**src/design/bfs_pkg.sv**
```systemverilog
// Shared types and constants for the byte frame synchronizer.
// No dependencies; imported by the core and by the port checker.
`default_nettype none

package bfs_pkg;

  localparam int unsigned BYTE_W  = 8;
  localparam int unsigned COUNT_W = 32;

  // Configuration register indexes
  typedef enum logic [0:0] {
    REG_HEADER  = 1'b0,
    REG_TRAILER = 1'b1
  } cfg_reg_t;

  localparam logic [BYTE_W-1:0] HEADER_RESET  = 8'hAA;
  localparam logic [BYTE_W-1:0] TRAILER_RESET = 8'hF0;

  // Result tdata layout: frame_byte in the low byte, frame_count above it
  localparam int unsigned OUT_DATA_W = BYTE_W + COUNT_W;

endpackage

`default_nettype wire

```
**src/design/byte_frame_synchronizer_core.sv**
```systemverilog
// Byte frame synchronizer: top level, hunts for header/trailer framed blocks.
// Depends on bfs_pkg; checked by bfs_checker (bound in its own file).
`default_nettype none

// Byte frame synchronizer. Raw bytes enter on the in_ stream one transfer per
// clock. Each byte goes down a delay line of TRAILER_OFFSET stages, so when a
// byte leaves the line the byte TRAILER_OFFSET positions after it is the one
// arriving. A leaving byte that equals header_marker while the arriving byte
// equals trailer_marker starts a frame of FRAME_BYTES bytes, all of which are
// passed out in stream order: tuser marks the first byte, tlast the last,
// and tdata[39:8] carries the running frame number (wrapping, 1 for the first
// frame after reset). While hunting, leaving bytes that do not start a frame
// are dropped; the byte right after a frame is checked as a header at once.
// Nothing comes out until TRAILER_OFFSET+1 bytes have arrived after reset.
// Rate: one byte per clock, sustained while out_tready stays high. A result
// comes from the single output register, in the cycle after its input transfer.
// A new byte is taken in the same cycle the last result leaves; while a
// result waits for out_tready, in_tready stays low and the input is held off.
// Marker writes on the cfg_ port take effect on the next header check; a
// write to an index with no register is dropped.
module byte_frame_synchronizer_core
  import bfs_pkg::*;
#(
  parameter int unsigned FRAME_BYTES    = 104,
  parameter int unsigned TRAILER_OFFSET = 100
) (
  input  wire logic                  clk,
  input  wire logic                  rst_n,
  // configuration write port
  input  wire logic                  cfg_we,
  input  wire logic [0:0]            cfg_addr,
  input  wire logic [BYTE_W-1:0]     cfg_wdata,
  // input stream
  input  wire logic                  in_tvalid,
  output logic                       in_tready,
  input  wire logic [BYTE_W-1:0]     in_tdata,   // [7:0] data_byte
  // result stream
  output logic                       out_tvalid,
  input  wire logic                  out_tready,
  output logic [OUT_DATA_W-1:0]      out_tdata,  // [7:0] frame_byte, [39:8] frame_count
  output logic                       out_tlast,  // frame_last
  output logic                       out_tuser   // [0] frame_first
);

  localparam int unsigned FILL_W = $clog2(TRAILER_OFFSET + 1);
  localparam int unsigned LEFT_W = $clog2(FRAME_BYTES);

  localparam logic [FILL_W-1:0] FILL_FULL  = FILL_W'(TRAILER_OFFSET);
  localparam logic [LEFT_W-1:0] LEFT_START = LEFT_W'(FRAME_BYTES - 1);
  localparam logic [LEFT_W-1:0] LEFT_ONE   = LEFT_W'(1);

  logic [BYTE_W-1:0]  header_r, trailer_r;
  logic [BYTE_W-1:0]  win_r [TRAILER_OFFSET];
  logic [FILL_W-1:0]  fill_r, fill_nxt;
  logic [LEFT_W-1:0]  left_r, left_nxt;
  logic [COUNT_W-1:0] count_r, count_nxt;

  logic               out_valid_r, out_valid_nxt;
  logic [BYTE_W-1:0]  out_byte_r;
  logic [COUNT_W-1:0] out_count_r;
  logic               out_first_r, out_last_r;

  logic               accept;
  logic               window_full;
  logic [BYTE_W-1:0]  leaving;
  logic               emit, first, last;

  assign accept      = in_tvalid && in_tready;
  assign in_tready   = !out_valid_r || out_tready;
  assign window_full = (fill_r == FILL_FULL);
  assign leaving     = win_r[TRAILER_OFFSET-1];

  // Marker registers
  always_ff @(posedge clk) begin
    if (!rst_n) begin
      header_r  <= HEADER_RESET;
      trailer_r <= TRAILER_RESET;
    end else if (cfg_we) begin
      unique case (cfg_reg_t'(cfg_addr))
        REG_HEADER:  header_r  <= cfg_wdata;
        REG_TRAILER: trailer_r <= cfg_wdata;
        default: ;
      endcase
    end
  end

  // Delay line: newest byte at stage 0. Contents are only read once full,
  // so no reset is needed.
  always_ff @(posedge clk) begin
    if (accept) begin
      win_r[0] <= in_tdata;
      for (int unsigned i = 1; i < TRAILER_OFFSET; i++) begin
        win_r[i] <= win_r[i-1];
      end
    end
  end

  // Frame tracking: in a frame, pass the leaving byte; otherwise check it
  // against the header with the arriving byte as trailer candidate.
  always_comb begin
    fill_nxt  = fill_r;
    left_nxt  = left_r;
    count_nxt = count_r;
    emit      = 1'b0;
    first     = 1'b0;
    last      = 1'b0;
    if (!window_full) begin
      fill_nxt = fill_r + FILL_W'(1);
    end else if (left_r != '0) begin
      emit     = 1'b1;
      last     = (left_r == LEFT_ONE);
      left_nxt = left_r - LEFT_ONE;
    end else if (leaving == header_r && in_tdata == trailer_r) begin
      emit      = 1'b1;
      first     = 1'b1;
      last      = (LEFT_START == '0);
      left_nxt  = LEFT_START;
      count_nxt = count_r + COUNT_W'(1);
    end
  end

  always_ff @(posedge clk) begin
    if (!rst_n) begin
      fill_r  <= '0;
      left_r  <= '0;
      count_r <= '0;
    end else if (accept) begin
      fill_r  <= fill_nxt;
      left_r  <= left_nxt;
      count_r <= count_nxt;
    end
  end

  // Output register: valid loads on every accepted byte, the payload only on emitted ones; drop valid once taken.
  always_comb begin
    out_valid_nxt = out_valid_r;
    if (accept) begin
      out_valid_nxt = emit;
    end else if (out_tready) begin
      out_valid_nxt = 1'b0;
    end
  end

  always_ff @(posedge clk) begin
    if (!rst_n) begin
      out_valid_r <= 1'b0;
    end else begin
      out_valid_r <= out_valid_nxt;
    end
  end

  always_ff @(posedge clk) begin
    if (accept && emit) begin
      out_byte_r  <= leaving;
      out_count_r <= count_nxt;
      out_first_r <= first;
      out_last_r  <= last;
    end
  end

  assign out_tvalid = out_valid_r;
  assign out_tdata  = {out_count_r, out_byte_r};
  assign out_tlast  = out_last_r;
  assign out_tuser  = out_first_r;

endmodule

`default_nettype wire

```
**config.mk**
```make
export PLATFORM = sky130hd
export DESIGN_NAME = byte_frame_synchronizer_core
export DESIGN_NICKNAME = d
export VERILOG_FILES = /design/src/design/bfs_pkg.sv /design/src/design/byte_frame_synchronizer_core.sv
export SDC_FILE = /design/constraint.sdc
export NUM_CORES = 1
export LEC_CHECK = 0
export ABC_AREA = 1
export BUFFER_PORTS_ARGS = -buffer_cell sky130_fd_sc_hd__buf_2
export CORE_MARGIN = 2
export CORE_UTILIZATION = 45
export DETAILED_ROUTE_END_ITERATION = 8
export PLACE_DENSITY_LB_ADDON = 0.05
export SYNTH_ARGS = -nofsm -noshare
export SYNTH_HDL_FRONTEND = slang
export SYNTH_SLANG_ARGS = --single-unit
```
**constraint.sdc**
```tcl
create_clock -name clk -period 23.5 [get_ports clk]
set_input_delay 1.175 -clock clk [delete_from_list [all_inputs] [get_ports clk]]
set_output_delay 1.175 -clock clk [all_outputs]
set_load 0.005 [all_outputs]
```
# Yosys cells after proc, flatten, opt, wreduce, memory -nomap -nowiden
# Memories as Yosys holds them, arrays and structs flattened.
# Cells that the tools add are included.
# classes
mux	12
add_sub_neg	3
n_eq_ne	4
reduce_logical	14
bitwise_logic	2
# op_table
cell	count
$mux W32	3
$add A32 B1 Y32 const B	1
$eq A8 B8 Y1	2
$mux W7	2
$reduce_and A2 Y1	4
$add A7 B1 Y7 const B	1
$eq A7 B1 Y1 const B	1
$eq A7 B7 Y1 const B	1
$mux W1	7
$reduce_bool A7 Y1	1
$sub A7 B1 Y7 const B	1
$reduce_bool A2 Y1	2
$logic_and A1 B1 Y1	3
$reduce_and A3 Y1	1
$not A1 Y1	2
$reduce_or A2 Y1	1
$logic_not A1 Y1	1
$logic_or A1 B1 Y1	1
# totals
ram_bits	800
out_inout_bits	44
elab_cells	46
mem_count	1
inputBits	22
regBits	105
# mem_list
name	depth	width	rd	rd_ports_with_merged_regs	wr	line_no	source
win_r	100	8	100	0	100	byte_frame_synchronizer_core.sv:53	logic [BYTE_W-1:0] win_r [TRAILER_OFFSET];

# Longest topological paths before layout
# logic_depth
ltp_word	6
ltp_mapped	15
mapped_depth_nobuf	13

# Worst setup path after synthesis
# OpenSTA, ideal clock, no wires.
# synth_path
path_kind	input to register
startpoint	input out_tready
endpoint	register count_r[13]
t_required_ns	22.537
arrival_time_ns	24.130
path_buffers	2
slack_ns	-1.593
path_stages	7
setup_time_ns	0.963
path_cell_list	inv_1 -> nand2_1 -> nand2_1 -> inv_1 -> clkbuf_1 -> buf_1 -> a21oi_1
# synth_between
elab_chain_cells	2
# synth_rtl
item	line_no	source
from (decl)	byte_frame_synchronizer_core.sv:39	input wire logic out_tready,
$logic_or A1 B1 Y1	byte_frame_synchronizer_core.sv:69	assign in_tready = !out_valid_r || out_tready;
named net in_tready	byte_frame_synchronizer_core.sv:35	output logic in_tready,
$logic_and A1 B1 Y1	byte_frame_synchronizer_core.sv:68	assign accept = in_tvalid && in_tready;
named net accept	byte_frame_synchronizer_core.sv:63	logic accept;
to (signal assigned)	byte_frame_synchronizer_core.sv:130	count_r <= count_nxt;
to (decl)	byte_frame_synchronizer_core.sv:56	logic [COUNT_W-1:0] count_r, count_nxt;
# The timed path passes the listed nets, and every way through them passes these cells.
# A chain may end at the register's enable or synchronous reset.

==> flow_summary.yaml <==
global_routing:
  maximum_number_of_pins_on_one_net_before_global_route_repair: 140
  first_global_vias: 12294
  globalRouteTotalUtil_pct: 12.6
  first_pass_grt_wire_length_um: 66600
  overflow: 0
  grt_antenna_before_repair: 2
place:
  place.detailed.instances: 2472
  gpl.final_weighted_congestion: 0.756
  port-buffer-count: 65
  placedInstanceArea_sq_mm: 0.0309
  place.detailed.hpwl_um: 21500
sta:
  final.min_clock_period_ns: 5.66
  hold_violations: 0
  max_freq_mhz: 177
  slew_at_the_pin_closest_to_its_max_slew_limit_ns: 1.18
  setup_repair_after_global_routing_missed_its_margin: "false"
  fin_hold_ws_ns: 0.404
  final.setup.tns_ns: 0
  timing.final.max_slew_violations: 0
  worst_slew_margin_rel_pct: 21.3
  layout_worst_path_cycle_share_pct: 24.1
  skew_ns: 0.0213
  timing.final.setup_violations: 0
pwr:
  comb_power_share_pct: 1.7
  irDropWorstVdd_mv: 0.0556
  p_seq_share_pct: 56.6
  cell_internal_pwr_mw: 2.68
  pwr_density_cell_mw_per_mm2: 98.5
  clockPowerShare_pct: 41.7
  power_leakage_nw: 12.1
  switching_share_pct: 19.6
  p_sw_uw: 654
  finalPower_mw: 3.33
route:
  dr_total_vias: 12699
  final_routed_drc_violation_total: 0
  routed_via_density: 4.81
  detail_route.first_pass.iterations: 5
  drt_antenna_net_count: 0
  wirelength_um: 42100
  drt-wirelength-per-cell_um: 16.0
  detail_route.iter0.violations: 1354
min_path:
  worst_hold_path_class: "flip-flop to flip-flop"
clock_network:
  post_cts.repair.setup_buffers: 0
  ctsResizeCount: 0
  cts-htree-levels: 3
  clock_insertion_delay_worst_skew_ns: 0.63
  cts_hold_buffers: 0
  ctsLongestPathBuffers: 3
  cts_tree: "built"
  tritoncts_buffers: 91
  clk_pin_slew_worst_paths_ns: 0.06
  numClockSinks: 905
  clock-root-buffer: "clkbuf_16"
worst_setup_path:
  crit_type: "input pin to flip-flop"
  cp.required_ns: 23.73
  critPathLaunchType: "input pin"
  cp_data_arrival_time_ns: 5.90
  crit_fanout: 139
  worst_setup_path_end_kind: "flip-flop"
synth:
  synth_nets: 1593
  asyncSetResetFlopFracSynth_pct: 0
  synth_edf_count: 842
  post_synth.cell_area_avg_sq_um: 18.9
  register_area_share_after_synthesis_pct: 89.8
  postSynth.topFlopCell: "edfxtp_1"
  yosys_register_bits: 905
  synthDistinctLibCells: 34
  mappedNetlistArea_sq_mm: 0.0296
  netlist_instances: 1565
  yosysWarningCount: 0
die:
  starting_density_of_the_core_pct: 45.7
  die_h_um: 260
  die_x_um: 260
  core_area_sq_mm: 0.0647
  num_rows: 93
  design.die.area_sq_mm: 0.0678
  number_of_i_o_pins: 66
flow_run:
  cap_violations: 0
layout:
  post-route-cell-area_sq_mm: 0.0338
  multiInputGateArea_sq_mm: 0.00238
  syn2layout_area_growth_pct: 14.4
  finish.net_count: 1738
  layout_commonest_cell: "edfxtp_1"
  post_route_insts_no_fill: 2639
  drive_above_1_share_pct: 12.9
  mostFrequentLayoutCells: "842 x edfxtp_1, 211 x nand2_1, 126 x inv_1, 92 x clkbuf_16, 65 x buf_2"
  layout.area.seq_sq_mm: 0.0265
  n_fill_cell: 5246
outcome:
  status: "complete, no violations"
==> worst paths after layout <==
kind / startpoint / end / slack [ns] / depth (start not counted)
worst max-delay path: out_tready / win_r[0][248] / 17.84 / 8
worst min-delay path: win_r[0][344] / win_r[0][352] / 0.40 / 0
worst max register to register: out_tvalid / win_r[0][248] / 18.17 / 6
worst min register to register: win_r[0][344] / win_r[0][352] / 0.40 / 0
==> power groups by stage <==
stage,Sequential [mW],Clock (mW),Combinational (mW)
final,1.89,1.39,0.0568
after global routing,1.89,1.50,0.0661
after CTS,1.89,1.44,0.0583
after detailed placement,1.92,0,0.0587
after global placement,1.92,0,0.0567
after floorplan,1.97,0,0.0413
==> metal layers <==
metal / GRT usage, % / part of all wire (%) / vias to the layer above
li1: - / - / 6046
met1: 19.4 / 52 / 6324
met2: 16.9 / 41 / 223
met3: 3.25 / 4.4 / 104
met4: 5.17 / 3.2 / 2
met5: 0 / 0.026 / -
==> metrics by stage <==
stage / util, % / setup slack (ns)
2_1_floorplan: - / 1.07
3_3_place_gp: 47.8 / 17.20
3_5_place_dp: 47.8 / 17.07
4_1_cts: 52.3 / 17.80
5_1_grt: 52.3 / 17.31
6_report: 52.3 / 17.84
==> state kept, by name, indices dropped and copies added (netlist names) <==
register,cells
out_tuser,1
out_count_r,32
out_byte_r,8
out_tlast,1
header_r,8
out_tvalid,1
fill_r,7
win_r,800
left_r,7
trailer_r,8
count_r,32
==> worst max-delay path: stages <==
cell     delay [ns]
buf_2          0.08
inv_1          0.03
nand2_1        0.08
nand2_1        0.61
inv_8          0.95
buf_4          0.93
buf_4          0.85
buf_4          0.96
==> cell usage after synthesis (2+ instances only) <==
| library cell | instances | area, sq um |
|---|---|---|
| buf_2 | 5 | 25.0 |
| and2_1 | 2 | 12.5 |
| nor4_1 | 2 | 12.5 |
| a21oi_1 | 45 | 225 |
| o21a_1 | 2 | 15.0 |
| buf_6 | 4 | 45.0 |
| buf_1 | 3 | 11.3 |
| nand4_1 | 35 | 219 |
| o211ai_1 | 7 | 52.6 |
| o21ai_0 | 29 | 145 |
| clkinv_1 | 5 | 18.8 |
| nor2_2 | 3 | 18.8 |
| inv_2 | 11 | 41.3 |
| nor3_2 | 5 | 50.1 |
| xnor2_1 | 6 | 52.6 |
| dfxtp_1 | 63 | 1260 |
| nand2_1 | 211 | 792 |
| nor2_1 | 51 | 191 |
| clkbuf_1 | 10 | 37.5 |
| ha_1 | 6 | 75.1 |
| xor2_1 | 2 | 17.5 |
| inv_1 | 127 | 477 |
| o21bai_1 | 3 | 22.5 |
| nor3_1 | 14 | 70.1 |
| edfxtp_1 | 842 | 25300 |
| nand3_1 | 64 | 320 |
==> final cells by class <==
cell class	instances	share of cell area, %
tap	855	3.16
multi-input combinational	494	7.03
clock buffer	112	7.17
timing repair buffer	75	1.18
clock inverter	54	1.37
inverter	143	1.61
antenna	1	0.00740
sequential	905	78.5
==> logic make-up after synthesis <==
| logic type | count (synthesis) | synth area share [%] |
|---|---|---|
| flip-flops | 905 | 89.8 |
| AO/OA/AOI/OAI | 88 | 1.61 |
| buffers and inverters | 166 | 2.24 |
| adder cells (fa/ha/maj) | 6 | 0.254 |
| AND/OR/NAND/NOR | 392 | 5.89 |
| XOR/XNOR | 8 | 0.237 |
Note: power is estimated with default switching activity, not from simulation.
